--- src/sv/svc_pkg.sv ---
// sector visibility check: shared widths, pipeline lane types and the arctangent table
// used by every module and by the channel interfaces of the core
`default_nettype none

package svc_pkg;

  localparam int ARCTAN_STEPS_DEF = 16;
  localparam int ATAN_LEN         = 24;

  localparam int POS_W       = 16;
  localparam int ANG_W       = 16;
  localparam int DIFF_W      = POS_W + 1;
  localparam int SQ_W        = 2 * POS_W;
  localparam int PRESCALE_SH = 24;
  localparam int XY_W        = DIFF_W + PRESCALE_SH + 3;
  localparam int ACC_W       = 32;

  localparam logic [ANG_W-1:0] QUARTER_TURN       = 16'h4000;
  localparam logic [ANG_W-1:0] THREE_QUARTER_TURN = 16'hC000;
  localparam logic [ACC_W-1:0] ROUND_HALF         = 32'h0000_8000;

  typedef struct packed {
    logic             near;
    logic             coincident;
    logic             dy_zero;
    logic             dx_pos;
    logic             dy_neg;
    logic [ANG_W-1:0] heading;
    logic [ANG_W-1:0] cone;
  } ctx_t;

  typedef struct packed {
    logic signed [XY_W-1:0] x;
    logic signed [XY_W-1:0] y;
    logic [ACC_W-1:0]       acc;
    ctx_t                   ctx;
  } lane_t;

  // atan(2^-k) as a 32-bit binary angle
  function automatic logic [ACC_W-1:0] atan_entry(input int unsigned k);
    logic [ACC_W-1:0] v;
    unique case (k)
      0:       v = 32'd536870912;
      1:       v = 32'd316933406;
      2:       v = 32'd167458907;
      3:       v = 32'd85004756;
      4:       v = 32'd42667331;
      5:       v = 32'd21354465;
      6:       v = 32'd10679838;
      7:       v = 32'd5340245;
      8:       v = 32'd2670163;
      9:       v = 32'd1335087;
      10:      v = 32'd667544;
      11:      v = 32'd333772;
      12:      v = 32'd166886;
      13:      v = 32'd83443;
      14:      v = 32'd41722;
      15:      v = 32'd20861;
      16:      v = 32'd10430;
      17:      v = 32'd5215;
      18:      v = 32'd2608;
      19:      v = 32'd1304;
      20:      v = 32'd652;
      21:      v = 32'd326;
      22:      v = 32'd163;
      23:      v = 32'd81;
      default: v = '0;
    endcase
    return v;
  endfunction

endpackage

`default_nettype wire

--- src/sv/svc_cell.sv ---
// one vectoring cordic step: rotates the vector toward the x axis and sums the angle
// a chain of these forms the arctangent; depends on svc_pkg
`default_nettype none

module svc_cell #(
  parameter int STEP = 0
) (
  input  wire logic           clk,
  input  wire logic           rst,
  input  wire logic           prev_valid,
  output      logic           prev_ready,
  input  wire svc_pkg::lane_t prev_lane,
  output      logic           next_valid,
  input  wire logic           next_ready,
  output      svc_pkg::lane_t next_lane
);

  localparam logic [svc_pkg::ACC_W-1:0] ANGLE = svc_pkg::atan_entry(STEP);

  logic                             valid;
  svc_pkg::lane_t                   lane;
  svc_pkg::lane_t                   lane_next;
  logic signed [svc_pkg::XY_W-1:0]  xs;
  logic signed [svc_pkg::XY_W-1:0]  ys;

  assign prev_ready = !valid || next_ready;

  assign xs = prev_lane.x >>> STEP;
  assign ys = prev_lane.y >>> STEP;

  always_comb begin
    lane_next = prev_lane;
    if (!prev_lane.y[svc_pkg::XY_W-1]) begin
      lane_next.x   = prev_lane.x + ys;
      lane_next.y   = prev_lane.y - xs;
      lane_next.acc = prev_lane.acc + ANGLE;
    end else begin
      lane_next.x   = prev_lane.x - ys;
      lane_next.y   = prev_lane.y + xs;
      lane_next.acc = prev_lane.acc - ANGLE;
    end
  end

  always_ff @(posedge clk) begin
    if (rst) begin
      valid <= 1'b0;
    end else if (prev_ready) begin
      valid <= prev_valid;
    end
  end

  always_ff @(posedge clk) begin
    if (prev_ready && prev_valid) begin
      lane <= lane_next;
    end
  end

  assign next_valid = valid;
  assign next_lane  = lane;

endmodule

`default_nettype wire

--- config.mk ---
export PLATFORM = sky130hd
export DESIGN_NAME = svc_cell
export DESIGN_NICKNAME = d
export VERILOG_FILES = /design/src/sv/svc_pkg.sv /design/src/sv/svc_cell.sv
export SDC_FILE = /design/constraint.sdc
export NUM_CORES = 1
export LEC_CHECK = 0
export BUFFER_PORTS_ARGS = -buffer_cell sky130_fd_sc_hd__buf_4
export CAP_MARGIN = 0
export CORE_MARGIN = 2
export CORE_UTILIZATION = 40
export DETAILED_ROUTE_END_ITERATION = 10
export PLACE_DENSITY = 0.63
export SYNTH_ARGS = -nofsm -noshare
export SYNTH_HDL_FRONTEND = slang
export SYNTH_SLANG_ARGS = --single-unit
--- constraint.sdc ---
create_clock -name clk -period 6.4 [get_ports clk]
set_clock_uncertainty 0.2 [all_clocks]
set_input_delay 1.28 -clock clk [delete_from_list [all_inputs] [get_ports clk]]
set_output_delay 1.28 -clock clk [all_outputs]
set_load 0.005 [all_outputs]
==> flow_summary.json <==
{
  "status": "complete, no violations",
  "end_kind": "flip-flop",
  "period_share_pct": 72.9,
  "cp.required_ns": 6.39,
  "wire_per_inst_um": 21.9,
  "final_cells": 2161,
  "rsz0062_at_grt": "false",
  "synthAdderAreaFrac_pct": 14.5,
  "place_congestion": 0.956,
  "grt_pass1_vias": 11500,
  "fp.dieH_um": 185,
  "numCtsBuffers": 17,
  "cts.sink_count": 157,
  "setup_tns_ns": 0,
  "hold_start": "next_valid",
  "hold_depth": 2,
  "max_freq_mhz": 214,
  "die_x_um": 185,
  "synth_seq_cells": 157,
  "grt_pass1_wl_um": 69400,
  "cts_root_buffer": "clkbuf_16",
  "path_class": "in -> reg",
  "syn2layout_area_growth_pct": 25.6,
  "dr.pass1.iters": 5,
  "hold_buffers": 0,
  "synth-simple-area-share_pct": 12.7,
  "worst-endpoint-arrival_ns": 4.65,
  "drtIter0Drc": 1106,
  "synth-main-ff-cell": "edfxtp_1",
  "layout.nets": 2016,
  "cts-resized-gates": 0,
  "r2r_end": "next_lane[74]",
  "synth_xor_area_share_pct": 5.55,
  "min_to": "next_valid",
  "p_leak_nw": 7.09,
  "reg2regPathDepth": 3,
  "clock_latency_ns": 0.44,
  "synth_compound_area_share_pct": 23.2,
  "initial_core_util_pct": 40.5,
  "r2r_slack_ns": 4.46,
  "peakVddDrop_mv": 0.202,
  "antenna_found_initial": 0,
  "cap_violations": 0,
  "die_area_um2": 34200,
  "finalHoldViolations": 0,
  "h-tree-depth": 4,
  "wl_um": 47300,
  "cts_tree": "yes",
  "cp-start-kind": "input port",
  "synth_edf_count": 156,
  "syn_avg_cell_area_um2": 9.19,
  "worstMarginPinSlew_ns": 1.35,
  "power_mw": 3.63,
  "portBuffers": 319,
  "diodes": 0,
  "final_antenna_net_count": 0,
  "yosysWarningCount": 0,
  "drive_gt1_share_pct": 22.7,
  "synth_fp_nets": 1736,
  "syn_inst": 1426,
  "core_um2": 32400,
  "syn_area_um2": 13100,
  "grt_use_total_pct": 26.8,
  "cp_max_fo": 16,
  "fin_crit_ns": 4.67,
  "rows": 66,
  "dp_cells": 2129,
  "setup_viol": 0,
  "grt-ovfl-total": 0,
  "place_hpwl_um": 37200,
  "synthArstFlopShare_pct": 0,
  "drc": 0,
  "viasPerCell": 5.71,
  "hold_class": "reg -> reg",
  "cellPowerDensity_nw_per_um2": 220,
  "vias": 12300,
  "io_pins": 320,
  "clk_pin_slew_ns": 0.07,
  "yosysSeqAreaShare_pct": 35.9,
  "max_slew_margin_pct": 8.71,
  "synthMuxAreaShare_pct": 2.08,
  "post-cts-setup-buffers": 0,
  "grt_start_max_net_pins": 157,
  "finalMaxSlewViolations": 0,
  "timing.rr.start": "next_valid",
  "clock_path_buffers": 2,
  "synth_cell_types": 83,
  "synth_top_family_by_area": "compound AO/OA/AOI/OAI gates"
}
==> cells by family (layout without fill, tap and decap cells) <==
logic type | count (synthesis) | in the layout
AOI/OAI and AO/OA | 467 | 467
xor gates and xnor gates | 83 | 83
adders and majority gates | 149 | 149
buffers and inverters | 203 | 496
DFF | 157 | 157
muxes | 27 | 27
and+or+nand+nor | 340 | 340
==> synthesized netlist by cell type (all sizes together) (7+ instances only) <==
cell type | n | share of area [%]
nor2b | 10 | 0.48
a31oi | 7 | 0.33
xor2 | 10 | 0.67
ha | 145 | 14
mux2i | 25 | 1.9
xnor2 | 73 | 4.9
nor3 | 40 | 1.6
a211oi | 16 | 0.92
nor2 | 89 | 2.6
nand4 | 25 | 1.3
clkbuf | 37 | 1.1
a21oi | 166 | 6.4
nor4 | 17 | 0.81
inv | 134 | 3.8
or3 | 8 | 0.42
edfxtp | 156 | 36
a311oi | 7 | 0.52
buf | 29 | 1.1
nand3 | 22 | 0.84
o21a | 18 | 1.0
o21bai | 30 | 1.7
a21o | 29 | 1.7
o21ai | 92 | 3.5
o211ai | 12 | 0.69
nand2b | 15 | 0.72
or2 | 7 | 0.33
o221ai | 8 | 0.53
o31ai | 8 | 0.50
nand2 | 84 | 2.4
a221oi | 11 | 0.78
==> area by class of cell <==
cell class	instances	area, um^2
Inverter	137	514
Timing Repair Buffer	327	2470
Tap cell	442	553
Fill cell	3082	15900
Clock buffer	17	425
Clock inverter	15	190
Multi-Input combinational cell	1066	7600
Sequential cell	157	4700
==> worst max-delay path by stage <==
stage	from	to	cells after the start
floorplan	next_ready	next_lane[0]	2
detailed placement	prev_lane[85]	next_lane[108]	12
global placement	prev_lane[85]	next_lane[154]	12
global route	prev_lane[85]	next_lane[154]	12
finish	prev_lane[85]	next_lane[154]	12
CTS	prev_lane[85]	next_lane[108]	12
==> per-layer routing <==
metal  wire (um)  global-route usage [%]  share of wire, %
met1       21100                    37.5                45
met4        1020                    7.11               2.2
met5           0                       0                 0
met3        3710                    3.74               7.8
met2       21500                    43.5                45
==> critical path, cell delays in order <==
cell and delay [ns]:
buf_4 0.09, inv_1 0.05, ha_1 0.51, nor4_1 0.61
nand3_1 0.18, nor4_1 0.40, a2111oi_0 0.25, o41ai_2 0.57
nand4_1 0.27, nand3_1 0.14, o21ai_1 0.11, xnor2_1 0.18
==> flip-flops by register name, indices dropped and copies added, names as in the netlist <==
register and count:
next_valid 1, next_lane 156
==> power by group <==
group	switching, mW	internal (mW)
Combinational	0.723	0.494
Sequential	0.0385	1.28
Clock	0.521	0.565
==> metrics by stage <==
stage	hold WS [ns]	area (um^2)	worst slack [ns]	utilization, %
global route	0.394	16500	1.53	50.8
finish	0.356	16500	1.73	50.8
detailed placement	0.346	15800	1.41	48.9
CTS	0.358	16500	1.86	50.8
global placement	0.334	15800	1.35	48.9
floorplan	0.322	13100	0.646	-
==> layout by cell type (no fill, tap or decap), types with 6 or more instances in the layout <==
cell type / synthesis / layout
nor2b_1: 10 / 10
or3_1: 7 / 7
a21oi_1: 165 / 165
o21bai_1: 30 / 30
a221oi_1: 10 / 10
a311oi_1: 6 / 6
o21ai_0: 78 / 78
a211oi_1: 16 / 16
o21a_1: 18 / 18
clkbuf_16: 0 / 17
inv_1: 133 / 132
ha_1: 145 / 145
o31ai_1: 7 / 7
o221ai_1: 8 / 8
xnor2_1: 73 / 73
edfxtp_1: 156 / 156
a31oi_1: 7 / 7
mux2i_1: 25 / 25
nand3_1: 22 / 22
nand2_1: 84 / 84
xor2_1: 10 / 10
buf_4: 5 / 326
nand3b_1: 6 / 6
a21o_1: 29 / 29
nor4_1: 17 / 17
nor2_1: 89 / 89
nor3_1: 39 / 39
o211ai_1: 12 / 12
nand4_1: 24 / 24
nand2b_1: 15 / 15
a221o_1: 6 / 6
o21ai_1: 14 / 14
Power figures use the tool's default switching activity.
