`src/sv/svc_pkg.sv`:
```
// sector visibility check: shared widths, pipeline lane types and the arctangent table
// used by every module and by the channel interfaces of the core
`default_nettype none

package svc_pkg;

  localparam int ARCTAN_STEPS_DEF = 16;
  localparam int ATAN_LEN         = 24;

  localparam int POS_W       = 16;
  localparam int ANG_W       = 16;
  localparam int DIFF_W      = POS_W + 1;
  localparam int SQ_W        = 2 * POS_W;
  localparam int PRESCALE_SH = 24;
  localparam int XY_W        = DIFF_W + PRESCALE_SH + 3;
  localparam int ACC_W       = 32;

  localparam logic [ANG_W-1:0] QUARTER_TURN       = 16'h4000;
  localparam logic [ANG_W-1:0] THREE_QUARTER_TURN = 16'hC000;
  localparam logic [ACC_W-1:0] ROUND_HALF         = 32'h0000_8000;

  typedef struct packed {
    logic             near;
    logic             coincident;
    logic             dy_zero;
    logic             dx_pos;
    logic             dy_neg;
    logic [ANG_W-1:0] heading;
    logic [ANG_W-1:0] cone;
  } ctx_t;

  typedef struct packed {
    logic signed [XY_W-1:0] x;
    logic signed [XY_W-1:0] y;
    logic [ACC_W-1:0]       acc;
    ctx_t                   ctx;
  } lane_t;

  // atan(2^-k) as a 32-bit binary angle
  function automatic logic [ACC_W-1:0] atan_entry(input int unsigned k);
    logic [ACC_W-1:0] v;
    unique case (k)
      0:       v = 32'd536870912;
      1:       v = 32'd316933406;
      2:       v = 32'd167458907;
      3:       v = 32'd85004756;
      4:       v = 32'd42667331;
      5:       v = 32'd21354465;
      6:       v = 32'd10679838;
      7:       v = 32'd5340245;
      8:       v = 32'd2670163;
      9:       v = 32'd1335087;
      10:      v = 32'd667544;
      11:      v = 32'd333772;
      12:      v = 32'd166886;
      13:      v = 32'd83443;
      14:      v = 32'd41722;
      15:      v = 32'd20861;
      16:      v = 32'd10430;
      17:      v = 32'd5215;
      18:      v = 32'd2608;
      19:      v = 32'd1304;
      20:      v = 32'd652;
      21:      v = 32'd326;
      22:      v = 32'd163;
      23:      v = 32'd81;
      default: v = '0;
    endcase
    return v;
  endfunction

endpackage

`default_nettype wire

```
`src/sv/svc_req_if.sv`:
```
// request channel of the sector visibility check: valid/ready plus pose fields
// depends on svc_pkg for field widths
`default_nettype none

interface svc_req_if;
  logic                            valid;
  logic                            ready;
  logic signed [svc_pkg::POS_W-1:0] receiver_x;
  logic signed [svc_pkg::POS_W-1:0] receiver_y;
  logic signed [svc_pkg::POS_W-1:0] source_x;
  logic signed [svc_pkg::POS_W-1:0] source_y;
  logic [svc_pkg::ANG_W-1:0]        source_heading;
  logic [svc_pkg::ANG_W-1:0]        cone_width;
  logic [svc_pkg::POS_W-1:0]        reach;

  modport source (
    output valid, receiver_x, receiver_y, source_x, source_y,
           source_heading, cone_width, reach,
    input  ready
  );

  modport sink (
    input  valid, receiver_x, receiver_y, source_x, source_y,
           source_heading, cone_width, reach,
    output ready
  );
endinterface

`default_nettype wire

```
`src/sv/svc_front.sv`:
```
// front end: offsets, squared distance against squared reach, cordic start vector
// three stages with their own valid bits; depends on svc_pkg and svc_req_if
`default_nettype none

module svc_front (
  input  wire logic           clk,
  input  wire logic           rst,
  svc_req_if.sink             req,
  output      logic           next_valid,
  input  wire logic           next_ready,
  output      svc_pkg::lane_t next_lane
);

  localparam int DIFF_W = svc_pkg::DIFF_W;
  localparam int SQ_W   = svc_pkg::SQ_W;
  localparam int EXT_W  = svc_pkg::XY_W - DIFF_W - svc_pkg::PRESCALE_SH;

  // stage 1
  logic                               v1;
  logic signed [DIFF_W-1:0]           dx1;
  logic signed [DIFF_W-1:0]           dy1;
  logic [svc_pkg::ANG_W-1:0]          heading1;
  logic [svc_pkg::ANG_W-1:0]          cone1;
  logic [svc_pkg::POS_W-1:0]          reach1;
  // stage 2
  logic                               v2;
  logic [SQ_W-1:0]                    dx2;
  logic [SQ_W-1:0]                    dy2;
  logic [SQ_W-1:0]                    r2;
  svc_pkg::lane_t                     lane2;
  // stage 3
  logic                               v3;
  svc_pkg::lane_t                     lane3;

  logic                               rdy1;
  logic                               rdy2;
  logic                               rdy3;

  logic signed [DIFF_W-1:0]           dx_next;
  logic signed [DIFF_W-1:0]           dy_next;
  logic signed [2*DIFF_W-1:0]         dx_sq;
  logic signed [2*DIFF_W-1:0]         dy_sq;
  logic signed [DIFF_W-1:0]           abs_dy;
  logic signed [DIFF_W-1:0]           y_start;
  svc_pkg::lane_t                     lane2_next;
  svc_pkg::lane_t                     lane3_next;
  logic                               near_next;

  assign rdy3      = !v3 || next_ready;
  assign rdy2      = !v2 || rdy3;
  assign rdy1      = !v1 || rdy2;
  assign req.ready = rdy1;

  assign dx_next = DIFF_W'(req.receiver_x) - DIFF_W'(req.source_x);
  assign dy_next = DIFF_W'(req.receiver_y) - DIFF_W'(req.source_y);

  assign dx_sq   = dx1 * dx1;
  assign dy_sq   = dy1 * dy1;
  assign abs_dy  = dy1[DIFF_W-1] ? -dy1 : dy1;
  assign y_start = dy1[DIFF_W-1] ? -dx1 : dx1;

  always_comb begin
    lane2_next.x   = {{EXT_W{abs_dy[DIFF_W-1]}}, abs_dy, {svc_pkg::PRESCALE_SH{1'b0}}};
    lane2_next.y   = {{EXT_W{y_start[DIFF_W-1]}}, y_start, {svc_pkg::PRESCALE_SH{1'b0}}};
    lane2_next.acc = '0;
    lane2_next.ctx.near       = 1'b0;
    lane2_next.ctx.coincident = (dx1 == '0) && (dy1 == '0);
    lane2_next.ctx.dy_zero    = (dy1 == '0);
    lane2_next.ctx.dx_pos     = !dx1[DIFF_W-1] && (dx1 != '0);
    lane2_next.ctx.dy_neg     = dy1[DIFF_W-1];
    lane2_next.ctx.heading    = heading1;
    lane2_next.ctx.cone       = cone1;
  end

  assign near_next = ({1'b0, dx2} + {1'b0, dy2}) <= {1'b0, r2};

  always_comb begin
    lane3_next          = lane2;
    lane3_next.ctx.near = near_next;
  end

  always_ff @(posedge clk) begin
    if (rst) begin
      v1 <= 1'b0;
      v2 <= 1'b0;
      v3 <= 1'b0;
    end else begin
      if (rdy1) begin
        v1 <= req.valid;
      end
      if (rdy2) begin
        v2 <= v1;
      end
      if (rdy3) begin
        v3 <= v2;
      end
    end
  end

  always_ff @(posedge clk) begin
    if (rdy1 && req.valid) begin
      dx1      <= dx_next;
      dy1      <= dy_next;
      heading1 <= req.source_heading;
      cone1    <= req.cone_width;
      reach1   <= req.reach;
    end
    if (rdy2 && v1) begin
      dx2   <= dx_sq[SQ_W-1:0];
      dy2   <= dy_sq[SQ_W-1:0];
      r2    <= SQ_W'(reach1) * SQ_W'(reach1);
      lane2 <= lane2_next;
    end
    if (rdy3 && v2) begin
      lane3 <= lane3_next;
    end
  end

  assign next_valid = v3;
  assign next_lane  = lane3;

endmodule

`default_nettype wire

```
`src/flat_wrapper.sv`:
```
// flat-port wrapper written by rule: the top's interface ports become plain ports
module svc_front_flat 
  (clk, rst, next_valid, next_ready, next_lane, req_valid, req_receiver_x, req_receiver_y, req_source_x, req_source_y, req_source_heading, req_cone_width, req_reach, req_ready);
  svc_req_if req_i ();
  input  wire logic clk;
  input  wire logic rst;
  output      logic next_valid;
  input  wire logic next_ready;
  output      svc_pkg::lane_t next_lane;
  input wire logic [$bits(req_i.valid)-1:0] req_valid;
  input wire logic [$bits(req_i.receiver_x)-1:0] req_receiver_x;
  input wire logic [$bits(req_i.receiver_y)-1:0] req_receiver_y;
  input wire logic [$bits(req_i.source_x)-1:0] req_source_x;
  input wire logic [$bits(req_i.source_y)-1:0] req_source_y;
  input wire logic [$bits(req_i.source_heading)-1:0] req_source_heading;
  input wire logic [$bits(req_i.cone_width)-1:0] req_cone_width;
  input wire logic [$bits(req_i.reach)-1:0] req_reach;
  output wire logic [$bits(req_i.ready)-1:0] req_ready;
  assign req_i.valid = req_valid;
  assign req_i.receiver_x = req_receiver_x;
  assign req_i.receiver_y = req_receiver_y;
  assign req_i.source_x = req_source_x;
  assign req_i.source_y = req_source_y;
  assign req_i.source_heading = req_source_heading;
  assign req_i.cone_width = req_cone_width;
  assign req_i.reach = req_reach;
  assign req_ready = req_i.ready;
  svc_front u_core (.clk(clk), .rst(rst), .req(req_i), .next_valid(next_valid), .next_ready(next_ready), .next_lane(next_lane));
endmodule
```
`config.mk`:
```
export PLATFORM = sky130hd
export DESIGN_NAME = svc_front_flat
export DESIGN_NICKNAME = d
export VERILOG_FILES = /design/src/sv/svc_pkg.sv /design/src/sv/svc_req_if.sv /design/src/sv/svc_front.sv /design/src/flat_wrapper.sv
export SDC_FILE = /design/constraint.sdc
export NUM_CORES = 2
export LEC_CHECK = 0
export BUFFER_PORTS_ARGS = -buffer_cell sky130_fd_sc_hd__buf_2
export CORE_ASPECT_RATIO = 0.75
export CORE_MARGIN = 2
export CORE_UTILIZATION = 35
export DETAILED_ROUTE_END_ITERATION = 7
export REMOVE_ABC_BUFFERS = 1
export SKIP_LAST_GASP = 1
export SLEW_MARGIN = 0
export SYNTH_ARGS = -nofsm -noshare
export SYNTH_HDL_FRONTEND = slang
export SYNTH_SLANG_ARGS = --single-unit
```
`constraint.sdc`:
```
create_clock -name clk -period 16.84 [get_ports clk]
set_input_delay 0 -clock clk [delete_from_list [all_inputs] [get_ports clk]]
set_output_delay 0 -clock clk [all_outputs]
set_load 0.01 [all_outputs]
```
==> qor.csv <==
metric,value,unit
synthArstFlopShare,0,
finalWeightedCongestion,0.8621,
rsz0062_at_grt,false,
syn_to_final_growth,11.54,%
max_freq,136.4,MHz
grt_max_degree,69,
cts_sinks,317,
rrSetupSlack,9510,ps
dp_hpwl,73540,um
avgSynthCellArea,10.40,sq um
holdWs,21.21,ps
hp-class,input pin to register,
layout.nets,5324,
synth.cell_area,0.04044,sq mm
grt-ovfl-total,0,
synth-main-ff-cell,edfxtp_1,
num_io_pins,275,
die_h,298.4,um
placed_area,0.04281,sq mm
cts_tree,yes,
yosys-top-cells-count,"inv_1 (971), fa_1 (679), ha_1 (373)",
stdcell_count,5707,
rows,107,
cp_max_fo,18,
grt_pass1_vias,27806,
path_class,register to register,
synthCells,3887,
portBuffers,194,
whs_path_depth,4,
setup_tns,0,ps
antenna_found_initial,0,
h-tree-depth,2,
synth_edf_count,314,
cap_violations,0,
cts-buffers-inserted,39,
drive_gt1_frac,0.06984,
period_share,0.4353,
die_area,0.1183,sq mm
grt_util_all_layers,0.1579,
clk_latency,570,ps
setup-violations-final,0,
drc,0,
fill_cells,11270,
design_area,0.04510,sq mm
dr.pass1.iters,5,
cp-end-kind,register,
initial_core_util,0.3545,
clock_skew,27.10,ps
grt_pass1_wl,149900,um
finalHoldViolations,0,
synth_most_common_cell,inv_1,
first_iter_violations,1379,
core,0.1141,sq mm
slew_headroom,0.3426,
die_w,396.5,um
drv_slew,0,
viasPerCell,4.587,
tightest_slew,980.3,ps
diodes,0,
fin_crit,7330,ps
yosys.area.top_type,fa_1,
cp_data_arrival_time,7640,ps
r2r_cells,21,
synth_cell_types,67,
yosysWarnings,0,
required,17150,ps
synth_seq_area_share,0.2347,
wl,90870,um
cts_root_buffer,clkbuf_16,
outcome,"finished, final reports clean",
synth_seq_cells,317,
ant_nets,0,
cts_buffer_depth,3,
wl_per_cell,15.92,um
yosys-top-cells-area,"fa_1 (34%), edfxtp_1 (23%), ha_1 (12%)",
place_inst,5533,
path_clk_slew,60,ps
vias,26176,
synth_top_area_frac,0.3362,
startpoint_type,register,
sequential cells by signal, indices dropped and copies added (netlist names):
| register | cells |
|---|---|
| u_core.heading1 | 16 |
| u_core.lane2 | 68 |
| u_core.cone1 | 16 |
| u_core.dx1 | 17 |
| u_core.next_lane | 71 |
| u_core.dy1 | 17 |
| u_core.r2 | 31 |
| u_core.dy2 | 31 |
| u_core.v2 | 1 |
| u_core.next_valid | 1 |
| u_core.reach1 | 16 |
| u_core.dx2 | 31 |
| u_core.v1 | 1 |
repair_timing:
action / in CTS / in global routing
gates resized for setup: 0 / 0
hold buffers: 108 / 0
setup buffers: 0 / 0
endpoints found under the hold margin: 83 / 0
path summary, 6_finish.rpt:
check                    from              endpoint
min reg2reg  u_core.lane2[10]  u_core.next_lane[10]
max            u_core.dx1[16]        u_core.dx2[30]
max reg2reg    u_core.dx1[16]        u_core.dx2[30]
min          req_source_y[10]        u_core.dy1[10]
layer usage:
layer | wire length [um] | vias up | part of all wire | track usage
met4 | 1153 | 0 | 0.013 | 0.02236
met1 | 44500 | 12991 | 0.49 | 0.2373
met3 | 5875 | 81 | 0.065 | 0.02933
met5 | 0 | - | 0 | 0
met2 | 39340 | 641 | 0.43 | 0.2415
li1 | - | 12463 | - | -
cell type report:
class,instances,area [sq um],share of cell area
multi-input cells,2503,26650,0.5909
clock buffers,48,1010,0.02239
well taps,1526,1909,0.04233
repair buffers,318,2172,0.04816
flip-flops and latches,317,9489,0.2104
clock inverters,18,202.7,0.004494
inverters,977,3667,0.08131
worst max-delay path: stages (launching register included):
cell	delay, ps
edfxtp_1	840
inv_1	550
nor2_1	310
ha_1	370
fa_1	950
inv_1	210
fa_1	520
inv_1	50
fa_1	530
inv_1	50
fa_1	470
inv_1	40
ha_1	350
and3_1	260
and3_1	210
o311ai_0	110
o2111ai_1	250
a31oi_1	310
nor2b_1	80
o21a_1	190
o41ai_1	300
xnor2_1	100
per-stage QoR:
step | utilization | worst slack (ps)
floorplan | - | 3779
global placement | 0.3753 | 9749
detailed placement | 0.3753 | 9618
CTS | 0.3954 | 9559
global route | 0.3954 | 9044
finish | 0.3954 | 9510
cell usage in the layout, fill, tap and decap left out, types with 7 or more instances in the layout:
master         instances
edfxtp_1             314
clkinv_1               7
buf_4                 16
a21o_1                52
ha_1                 373
xnor2_1              159
or3_1                 19
nor3_1                31
a31oi_1               11
and3_1                20
nor4_1                 7
o21a_1                23
xor2_1                46
nand3_1               29
nor2_1               170
o21bai_1              11
clkbuf_16             39
dlygate4sd3_1        108
o31ai_1                8
fa_1                 679
a211oi_1              16
nor2b_1               26
o21ai_0               66
inv_1                971
or2_2                  9
nand2_1              274
a21oi_1              124
clkbuf_1               9
and2_1               139
nand2b_1              24
nand4_1               12
conb_1                80
o211ai_1              11
a2111oi_0              9
buf_2                194
cell families after synthesis:
| kind of cell | count (synthesis) | synth area share |
|---|---|---|
| flops | 317 | 0.2347 |
| buf+inv | 1146 | 0.1144 |
| other cells | 1 | 0.00009274 |
| mux | 4 | 0.001083 |
| compound gates | 388 | 0.06251 |
| simple gates | 774 | 0.09125 |
| fa+ha+maj | 1052 | 0.4516 |
| xor+xnor | 205 | 0.04440 |
Power is not shown: default switching activity piles up to over one toggle a cycle in this logic, so the estimate is an artifact.
