## src/sv/svc_pkg.sv

```systemverilog
// sector visibility check: shared widths, pipeline lane types and the arctangent table
// used by every module and by the channel interfaces of the core
`default_nettype none

package svc_pkg;

  localparam int ARCTAN_STEPS_DEF = 16;
  localparam int ATAN_LEN         = 24;

  localparam int POS_W       = 16;
  localparam int ANG_W       = 16;
  localparam int DIFF_W      = POS_W + 1;
  localparam int SQ_W        = 2 * POS_W;
  localparam int PRESCALE_SH = 24;
  localparam int XY_W        = DIFF_W + PRESCALE_SH + 3;
  localparam int ACC_W       = 32;

  localparam logic [ANG_W-1:0] QUARTER_TURN       = 16'h4000;
  localparam logic [ANG_W-1:0] THREE_QUARTER_TURN = 16'hC000;
  localparam logic [ACC_W-1:0] ROUND_HALF         = 32'h0000_8000;

  typedef struct packed {
    logic             near;
    logic             coincident;
    logic             dy_zero;
    logic             dx_pos;
    logic             dy_neg;
    logic [ANG_W-1:0] heading;
    logic [ANG_W-1:0] cone;
  } ctx_t;

  typedef struct packed {
    logic signed [XY_W-1:0] x;
    logic signed [XY_W-1:0] y;
    logic [ACC_W-1:0]       acc;
    ctx_t                   ctx;
  } lane_t;

  // atan(2^-k) as a 32-bit binary angle
  function automatic logic [ACC_W-1:0] atan_entry(input int unsigned k);
    logic [ACC_W-1:0] v;
    unique case (k)
      0:       v = 32'd536870912;
      1:       v = 32'd316933406;
      2:       v = 32'd167458907;
      3:       v = 32'd85004756;
      4:       v = 32'd42667331;
      5:       v = 32'd21354465;
      6:       v = 32'd10679838;
      7:       v = 32'd5340245;
      8:       v = 32'd2670163;
      9:       v = 32'd1335087;
      10:      v = 32'd667544;
      11:      v = 32'd333772;
      12:      v = 32'd166886;
      13:      v = 32'd83443;
      14:      v = 32'd41722;
      15:      v = 32'd20861;
      16:      v = 32'd10430;
      17:      v = 32'd5215;
      18:      v = 32'd2608;
      19:      v = 32'd1304;
      20:      v = 32'd652;
      21:      v = 32'd326;
      22:      v = 32'd163;
      23:      v = 32'd81;
      default: v = '0;
    endcase
    return v;
  endfunction

endpackage

`default_nettype wire

```

## src/sv/svc_rsp_if.sv

```systemverilog
// result channel of the sector visibility check: valid/ready plus verdict and bearing
// depends on svc_pkg for field widths
`default_nettype none

interface svc_rsp_if;
  logic                      valid;
  logic                      ready;
  logic                      visible;
  logic                      near_enough;
  logic [svc_pkg::ANG_W-1:0] bearing;

  modport source (
    output valid, visible, near_enough, bearing,
    input  ready
  );

  modport sink (
    input  valid, visible, near_enough, bearing,
    output ready
  );
endinterface

`default_nettype wire

```

## src/sv/svc_back.sv

```systemverilog
// back end: rounds the angle, applies axis cases and quadrant offset, cone test
// last stage is the output register; depends on svc_pkg and svc_rsp_if
`default_nettype none

module svc_back (
  input  wire logic           clk,
  input  wire logic           rst,
  input  wire logic           prev_valid,
  output      logic           prev_ready,
  input  wire svc_pkg::lane_t prev_lane,
  svc_rsp_if.source           rsp
);

  localparam int ANG_W = svc_pkg::ANG_W;
  localparam int ACC_W = svc_pkg::ACC_W;

  logic              vb1;
  logic [ANG_W-1:0]  bearing1;
  logic              near1;
  logic              coincident1;
  logic [ANG_W-1:0]  heading1;
  logic [ANG_W-1:0]  cone1;

  logic              vb2;
  logic              visible2;
  logic              near2;
  logic [ANG_W-1:0]  bearing2;

  logic              rdy1;
  logic              rdy2;

  logic [ACC_W-1:0]  rounded;
  logic [ANG_W-1:0]  angle;
  logic [ANG_W-1:0]  bearing_next;
  logic [ANG_W-1:0]  diff;
  logic [ANG_W-1:0]  mag;
  logic              in_cone;

  assign rdy2       = !vb2 || rsp.ready;
  assign rdy1       = !vb1 || rdy2;
  assign prev_ready = rdy1;

  assign rounded = prev_lane.acc + svc_pkg::ROUND_HALF;

  always_comb begin
    priority if (prev_lane.ctx.dy_zero) begin
      angle = prev_lane.ctx.dx_pos ? svc_pkg::QUARTER_TURN : svc_pkg::THREE_QUARTER_TURN;
    end else begin
      angle = rounded[ACC_W-1 -: ANG_W];
    end
    priority if (prev_lane.ctx.coincident) begin
      bearing_next = '0;
    end else begin
      bearing_next = angle + (prev_lane.ctx.dy_neg ? svc_pkg::QUARTER_TURN
                                                   : svc_pkg::THREE_QUARTER_TURN);
    end
  end

  assign diff    = bearing1 - heading1;
  assign mag     = diff[ANG_W-1] ? -diff : diff;
  assign in_cone = {mag, 1'b0} < {1'b0, cone1};

  always_ff @(posedge clk) begin
    if (rst) begin
      vb1 <= 1'b0;
      vb2 <= 1'b0;
    end else begin
      if (rdy1) begin
        vb1 <= prev_valid;
      end
      if (rdy2) begin
        vb2 <= vb1;
      end
    end
  end

  always_ff @(posedge clk) begin
    if (rdy1 && prev_valid) begin
      bearing1    <= bearing_next;
      near1       <= prev_lane.ctx.near;
      coincident1 <= prev_lane.ctx.coincident;
      heading1    <= prev_lane.ctx.heading;
      cone1       <= prev_lane.ctx.cone;
    end
    if (rdy2 && vb1) begin
      visible2 <= near1 && !coincident1 && in_cone;
      near2    <= near1;
      bearing2 <= bearing1;
    end
  end

  assign rsp.valid       = vb2;
  assign rsp.visible     = visible2;
  assign rsp.near_enough = near2;
  assign rsp.bearing     = bearing2;

endmodule

`default_nettype wire

```

## src/flat_wrapper.sv

```systemverilog
// flat-port wrapper written by rule: the top's interface ports become plain ports
module svc_back_flat 
  (clk, rst, prev_valid, prev_ready, prev_lane, rsp_valid, rsp_visible, rsp_near_enough, rsp_bearing, rsp_ready);
  svc_rsp_if rsp_i ();
  input  wire logic clk;
  input  wire logic rst;
  input  wire logic prev_valid;
  output      logic prev_ready;
  input  wire svc_pkg::lane_t prev_lane;
  output wire logic [$bits(rsp_i.valid)-1:0] rsp_valid;
  output wire logic [$bits(rsp_i.visible)-1:0] rsp_visible;
  output wire logic [$bits(rsp_i.near_enough)-1:0] rsp_near_enough;
  output wire logic [$bits(rsp_i.bearing)-1:0] rsp_bearing;
  input wire logic [$bits(rsp_i.ready)-1:0] rsp_ready;
  assign rsp_valid = rsp_i.valid;
  assign rsp_visible = rsp_i.visible;
  assign rsp_near_enough = rsp_i.near_enough;
  assign rsp_bearing = rsp_i.bearing;
  assign rsp_i.ready = rsp_ready;
  svc_back u_core (.clk(clk), .rst(rst), .prev_valid(prev_valid), .prev_ready(prev_ready), .prev_lane(prev_lane), .rsp(rsp_i));
endmodule
```

## config.mk

```make
export PLATFORM = sky130hd
export DESIGN_NAME = svc_back_flat
export DESIGN_NICKNAME = d
export VERILOG_FILES = /design/src/sv/svc_pkg.sv /design/src/sv/svc_rsp_if.sv /design/src/sv/svc_back.sv /design/src/flat_wrapper.sv
export SDC_FILE = /design/constraint.sdc
export NUM_CORES = 1
export LEC_CHECK = 0
export BUFFER_PORTS_ARGS = -buffer_cell sky130_fd_sc_hd__buf_2
export CAP_MARGIN = 20
export CORE_MARGIN = 4
export CORE_UTILIZATION = 43
export CTS_CLUSTER_DIAMETER = 50
export DETAILED_ROUTE_END_ITERATION = 10
export PLACE_DENSITY = 0.77
export SYNTH_ARGS = -nofsm -noshare
export SYNTH_HDL_FRONTEND = slang
export SYNTH_SLANG_ARGS = --single-unit
```

## constraint.sdc

```tcl
create_clock -name clk -period 3.7 [get_ports clk]
set_input_delay 0.185 -clock clk [delete_from_list [all_inputs] [get_ports clk]]
set_output_delay 0.185 -clock clk [all_outputs]
set_load 0.03 [all_outputs]
```

==> results of run 1 <==
repair_timing:
item | CTS | global route
setup buffers | 2 | 1
pin swaps | 9 | 6
gates cloned | 0 | 0
setup endpoints to repair | 1 | 1
endpoints found under the hold margin | 7 | 7
resized for setup | 4 | 5
hold buffers | 7 | 7
critical path, stage by stage, from the launching register on:
cell,delay (ns)
edfxtp_1,0.40
inv_2,0.09
ha_4,0.13
inv_2,0.03
fa_2,0.36
a211oi_4,0.25
nor2_1,0.09
xor2_1,0.15
or2_1,0.26
or3_4,0.42
o31ai_4,0.19
xnor2_1,0.15
ha_1,0.27
a21o_1,0.16
a21o_1,0.20
a2111oi_4,0.31
o211ai_1,0.11
a21oi_1,0.17
o41a_1,0.17
final cells by class:
type	instances	area [sq um]	area share
inverters	39	146	0.0274
clock buffers	10	128	0.0239
well taps	129	161	0.0303
repair buffers	128	823	0.154
clock inverters	6	93.8	0.0176
flip-flops and latches	70	2080	0.390
multi-input cells	245	1900	0.356
cells by family (layout without fill, tap and decap cells):
kind of cell	count (synthesis)	in the layout	synth area share
multiplexers	1	1	0.00277
flip-flops	70	70	0.512
XOR/XNOR	37	37	0.0816
buffers and inverters	42	183	0.0388
AO/OA/AOI/OAI	73	73	0.135
adder cells (fa/ha/maj)	33	33	0.103
AND/OR/NAND/NOR	101	101	0.126
worst max path at each step:
stage,slack [ns],cells past startpoint,end
final,-0.33,18,u_core.rsp.visible$_DFFE_PP_
after global routing,-0.53,18,u_core.rsp.visible$_DFFE_PP_
after CTS,-0.37,18,u_core.rsp.visible$_DFFE_PP_
after detailed placement,-0.43,19,u_core.rsp.visible$_DFFE_PP_
after global placement,-0.22,18,u_core.rsp.visible$_DFFE_PP_
after floorplan,-0.11,18,u_core.rsp.visible$_DFFE_PP_
routing by layer:
metal  global-route usage  share of wire  vias up
met5                    0              0        -
met2                0.260           0.47       89
met4               0.0703          0.027        0
li1                     -              -     1572
met1                0.185           0.45     1397
met3               0.0408          0.055       22
report_power, final:
part           internal (mW)  total (mW)  switching, mW
registers              0.922       0.941         0.0187
clock network          0.386       0.680          0.294
logic                  0.356       0.720          0.364
flip-flops by register name, indices dropped and copies added, names as in the netlist:
signal,flops
u_core.coincident1,1
u_core.bearing1,16
u_core.rsp.near_enough,1
u_core.rsp.visible,1
u_core.rsp.valid,1
u_core.rsp.bearing,16
u_core.vb1,1
u_core.near1,1
u_core.cone1,16
u_core.heading1,16
through the flow:
stage	std cells	worst slack, ns	instance area (sq um)
after global placement	593	-0.216	4880
after CTS	618	-0.373	5210
after global routing	627	-0.527	5340
after floorplan	357	-0.106	4100
after detailed placement	593	-0.433	4880
final	627	-0.334	5340
layout by cell type, fill, tap and decap left out, drive strengths merged, types with 2 or more instances in the layout:
cell type,instances
a31o,3
a2111oi,2
nand3,8
a31oi,4
o21ai,13
or2,4
o31ai,3
nor2b,5
bufinv,2
and3,4
clkbuf,10
edfxtp,68
a211oi,7
nand4,6
nand2b,4
nor2,37
or3,6
o211a,2
o211ai,4
nand2,16
dlygate4sd3,14
a21oi,14
dfxtp,2
ha,32
inv,41
o21a,5
a21o,7
xnor2,25
xor2,12
or4,2
nor3,4
buf,114
==> metrics.md, run 1 <==
| Metric | Value |
|---|---|
| H-tree levels | 3 |
| RSZ-0062 raised after global routing | true |
| Hold Path Depth | 1 |
| Flop and latch count out of synthesis | 70 |
| Fill cell count | between 700 and 800 |
| Fmax | 248 MHz |
| Max-Cap Viols | 0 |
| Synth top area share | 0.503 |
| Worst EP required | 3.91 ns |
| Top cells by count, synth | 68 x edfxtp_1, 39 x inv_1, 36 x nor2_1, 32 x ha_1, 25 x xnor2_1 |
| Crit path time final | about 4.0 ns |
| Vias per Instance | 4.91 |
| Critical Path AT | approximately 4.3 ns |
| Syn avg cell area | 11.4 sq um |
| Crit. Startpoint | u_core.bearing1[0]$_SDFFCE_PP0P_ |
| FFs w/ async S/R, synth | 0 |
| Worst Max-Slew Pin Slew | around 1 ns |
| Slew Limit Headroom | 0.344 |
| Final hold vios | 0 |
| Routed Antenna Nets | 0 |
| Hold Path End | u_core.cone1[3]$_DFFE_PP_ |
| Vias in the first global route | roughly 3100 |
| VDD IR max | around 0.00022 V |
| Clock latency on the worst-skew pair | 0.34 ns |
| Fin. max-slew vios | 0 |
| Worst-case reg-to-reg path depth | 18 |
| Synth warn | 0 |
| Cell Area, Synth | between 4000 and 5000 sq um |
| FF-to-FF Start | u_core.bearing1[0]$_SDFFCE_PP0P_ |
| Hold Path Class | input pin to flip-flop |
| Largest buffer count on any clock path | 2 |
| Post-DR wirelength/cell | roughly 14 microns |
| DRC viols | 0 |
| Mapped Cells | approximately 360 |
| CP max FO | 3 |
| Net Count, Synth | between 500 and 600 |
| Worst R2R Setup Slack | -0.33 ns |
| Clk_skew | between 0.01 and 0.015 ns |
| Most common flop cell mapped by yosys | edfxtp_1 |
| Clock transition at path regs | 0.08 ns |
| CP Capture Type | flip-flop |
| CP startpoint kind | flip-flop |
| First-pass GRT wire length | 13.6 mm |
| Gpl congestion | about 0.85 |
| Total GRT Usage | 0.155 |
| CTS Root Buffer Type | clkbuf_8 |
| Hold path start | prev_lane[3] |
| N_diodes | 0 |
| Largest net degree at the start of global routing | between 50 and 60 |
| DIE HEIGHT | 105 microns |
| Hold_ws | between 0.015 and 0.02 ns |
| Starting Density | 0.440 |
| Post-synth EDFFs | 68 |
| Core area | approximately 9000 sq um |
| IO Pins | 181 |
| Layout cell share with drive strength beyond 1 | 0.315 |
| Setup Total Neg Slack | -0.334 ns |
| Total wire length | 8.48 mm |
| Period utilisation layout | 1.09 |
| Initial drt markers | 140 |
| Design Power | 2.34 mW |
| CTS Buf Count | 9 |
| Port bufs | 77 |
| Power density cells | 439 nW/um^2 |
| HPWL Detailed | around 6.4 mm |
| Nets | between 600 and 700 |
| Setup WS post-layout | -0.334 ns |
| Pleak | approximately 2.3 nW |
| Final Util | 0.577 |
| Reg2reg end | u_core.rsp.visible$_DFFE_PP_ |
| Final setup fails | 1 |
| Top cells by area, synth | edfxtp_1 50%, ha_1 9.9%, xnor2_1 5.4% |
| Post-synthesis sequential area ratio | 0.512 |
| Synth unique cells | 56 |
| Failing checks | negative setup slack |
| Die span in x | around 110 microns |
| CTS tree | built |
| Largest area contributor in the synthesized netlist | edfxtp_1 |
| Die area | between 10000 and 15000 sq um |
| Row count | 35 |
| Gr ovfl total | 0 |
| Area grow syn2layout | 31.3% |
| Initial antenna violation count | 0 |
| Top-count cell post-synth | edfxtp_1 |
| Drt first pass iters | 4 |
| CTS Sinks | 70 |
| Vias | between 3000 and 4000 |
| Critical path class | flip-flop to flip-flop |
| Status | finished with violations |
(Power assumes the default switching activity.)
==> inputs of run 2 (changes only) <==
--- a/config.mk
+++ b/config.mk
@@ -7,9 +7,8 @@
 export LEC_CHECK = 0
 export BUFFER_PORTS_ARGS = -buffer_cell sky130_fd_sc_hd__buf_2
 export CAP_MARGIN = 20
-export CORE_MARGIN = 4
+export CORE_MARGIN = 1
 export CORE_UTILIZATION = 43
-export CTS_CLUSTER_DIAMETER = 50
 export DETAILED_ROUTE_END_ITERATION = 10
 export PLACE_DENSITY = 0.77
 export SYNTH_ARGS = -nofsm -noshare
==> run 2 against run 1 <==
  * Core utilization decreased by 0.43 points
  * Clock skew increased by 0.0017 ns
  * Sequential share of layout area increased by 0.48 points
  * Largest power group unchanged
  * Sequential power about the same
  * Die area decreased by 11%
  * The flow still finishes with violations (negative setup slack)
  * Final cell count decreased by 3.5%
  * Worst hold slack got worse by 0.0040 ns
  * Clock power increased by 1%
  * Sequential cell count unchanged
  * Combinational power increased by 1%
  * Largest cell class unchanged
==> metrics.md, run 2 (synthesis results as in run 1) <==
| Metric | Value |
|---|---|
| Status | finished with violations |
| Failing checks | negative setup slack |
| Met2 Track Usage GR | 0.301 (+0.0407) |
| IO Pins | 181 (unchanged) |
| Max-Cap Viols | 0 (unchanged) |
| Switching share of power | 0.292 (+0.00315) |
| Most frequent cells in the layout | 77 x buf_2, 68 x edfxtp_1, 39 x inv_1 |
| Port bufs | 77 (unchanged) |
| Met1 Resource Use GR | 0.221 (+0.0358) |
| HPWL Detailed | 6.23 mm (-2.9%) |
| Clock power share | 0.292 (+0.002) |
| CTS Root Buffer Type | clkbuf_8 |
| Total wire length | 8.30 mm (-2.2%) |
| Final hold vios | 0 (unchanged) |
| Gpl congestion | 0.823 (-3.1%) |
| Initial antenna violation count | 0 (unchanged) |
| Crit path time final | 3.98 ns (-0.0567 ns) |
| CTS tree | built |
| Final std cells w/o fill | 605 (-3.5%) |
| Routed Antenna Nets | 0 (unchanged) |
| Most Used Layer, Global Route | met2 |
| Vias in the first global route | 3066 (-1.5%) |
| Placed Cells incl. Taps | 575 (-3.0%) |
| DRC viols | 0 (unchanged) |
| RSZ-0062 raised after global routing | true |
| Internal power | 1.67 mW (+0.16%) |
| Final setup fails | 1 (unchanged) |
| Total GRT Usage | 0.177 (+0.0218) |
| Worst EP required | 3.91 ns (about the same) |
| CP max FO | 3 (unchanged) |
| H-tree levels | 3 (unchanged) |
| DIE HEIGHT | 99.2 microns (-5.7%) |
| Initial drt markers | 222 (+59%) |
| Fmax | 251 MHz (+1.4%) |
| Layout cell share with drive strength beyond 1 | 0.316 (+0.000528) |
| Largest buffer count on any clock path | 2 (unchanged) |
| Seq pwr share | 0.400 (-0.002) |
| Nets | 683 (-0.58%) |
| Fin. max-slew vios | 0 (unchanged) |
| Slew Limit Headroom | 0.559 (+0.214) |
| Post-DR wirelength/cell | 13.7 microns (+1.4%) |
| Worst Max-Slew Pin Slew | 0.662 ns (-0.317 ns) |
| Critical path class | flip-flop to flip-flop |
| Setup WS post-layout | -0.277 ns (+0.0567 ns) |
| Comb pwr share | 0.309 (about the same) |
| Power density cells | 447 nW/um^2 (+1.8%) |
| Core area | 9200 sq um (-0.47%) |
| Drt first pass iters | 4 (unchanged) |
| Die area | 9840 sq um (-11%) |
| CTS Buf Count | 9 (unchanged) |
| Vias per Instance | 5.14 (+4.7%) |
| Design Power | 2.36 mW (+0.61%) |
| VDD IR max | 0.000220 V (+0.57%) |
| Gr ovfl total | 0 (unchanged) |
| Clk_skew | 0.0149 ns (+0.00169 ns) |
| Net Switching | 0.688 mW (+1.7%) |
| Met3 GRT Util | 0.0457 (+0.00491) |
| Period utilisation layout | 1.07 (-0.0153) |
| CTS Sinks | 70 (unchanged) |
| CP startpoint kind | flip-flop |
| Pleak | 2.28 nW (-0.51%) |
| Critical Path AT | 4.18 ns (-0.07 ns) |
| Die span in x | 99.2 microns (-5.7%) |
| Row count | 35 (unchanged) |
| Vias | 3111 (+1.0%) |
| CP Capture Type | flip-flop |
| Hold Path Class | input pin to flip-flop |
| Largest net degree at the start of global routing | 51 (unchanged) |
| Clock latency on the worst-skew pair | 0.34 ns (about the same) |
| Most common library cell in the layout ignoring fill and taps | buf_2 |
| First-pass GRT wire length | 13.5 mm (-0.76%) |
| Starting Density | 0.442 (+0.00209) |
| Clock transition at path regs | 0.09 ns (about the same) |
| N_diodes | 0 (unchanged) |
| Area grow syn2layout | 29.7% |
==> run 2: area by class of cell <==
cell class              count  area [sq um]
clock buffers              10           128
clock inverters             6          93.8
fillers                   785          3930
inverters                  39           146
multi-input cells         245          1890
flip-flops and latches     70          2080
well taps                 111           139
repair buffers            124           788
==> run 2: power by group through the flow <==
stage,Combinational (mW),Clock [mW],Sequential [mW]
2_1_floorplan,0.436,0,0.974
3_3_place_gp,0.649,0,0.958
3_5_place_dp,0.677,0,0.960
4_1_cts,0.689,0.700,0.943
5_1_grt,0.809,0.734,0.946
6_report,0.727,0.687,0.941
==> run 2: worst paths after layout <==
kind,from,endpoint,slack [ns],cells past startpoint
setup reg to reg,u_core.bearing1[0]$_SDFFCE_PP0P_,u_core.rsp.visible$_DFFE_PP_,-0.28,18
setup / recovery,u_core.bearing1[0]$_SDFFCE_PP0P_,u_core.rsp.visible$_DFFE_PP_,-0.28,18
hold reg to reg,u_core.bearing1[10]$_SDFFCE_PP0P_,u_core.rsp.bearing[10]$_DFFE_PP_,0.47,0
hold / removal,prev_lane[4],u_core.cone1[4]$_DFFE_PP_,0.01,1
==> run 2: metal layers <==
layer / vias to the layer above / share of wire
met2: 94 / 0.48
met4: 0 / 0.018
met3: 14 / 0.048
met5: - / 0
li1: 1563 / -
met1: 1440 / 0.46
==> run 2: repair_timing <==
item,4_1_cts,5_1_grt
resized for setup,2,4
hold buffers,3,6
pin swaps,6,6
setup buffers,2,1
hold endpoints to repair,3,6
cloned,0,0
setup endpoints to repair,1,1
==> run 2: critical path, cell delays in order, from the launching register on <==
cell	delay [ns]
edfxtp_1	0.39
inv_1	0.07
ha_1	0.14
inv_1	0.06
fa_2	0.36
a211oi_4	0.25
nor2_1	0.08
xor2_1	0.15
or2_1	0.24
or3_4	0.41
o31ai_4	0.19
xnor2_1	0.15
ha_1	0.26
a21o_1	0.16
a21o_1	0.21
a2111oi_4	0.29
o211ai_1	0.11
a21oi_1	0.15
o41a_1	0.17
==> run 2: metrics by stage <==
step,worst slack [ns],util,instance area [sq um],hold slack [ns],setup TNS (ns)
after floorplan,-0.106,-,4100,0.257,-0.106
after global placement,-0.215,0.529,4860,0.358,-0.215
after detailed placement,-0.373,0.529,4860,0.363,-0.373
after CTS,-0.304,0.559,5140,0.00127,-0.304
after global routing,-0.492,0.573,5270,0.000770,-0.492
final,-0.277,0.573,5270,0.0129,-0.277
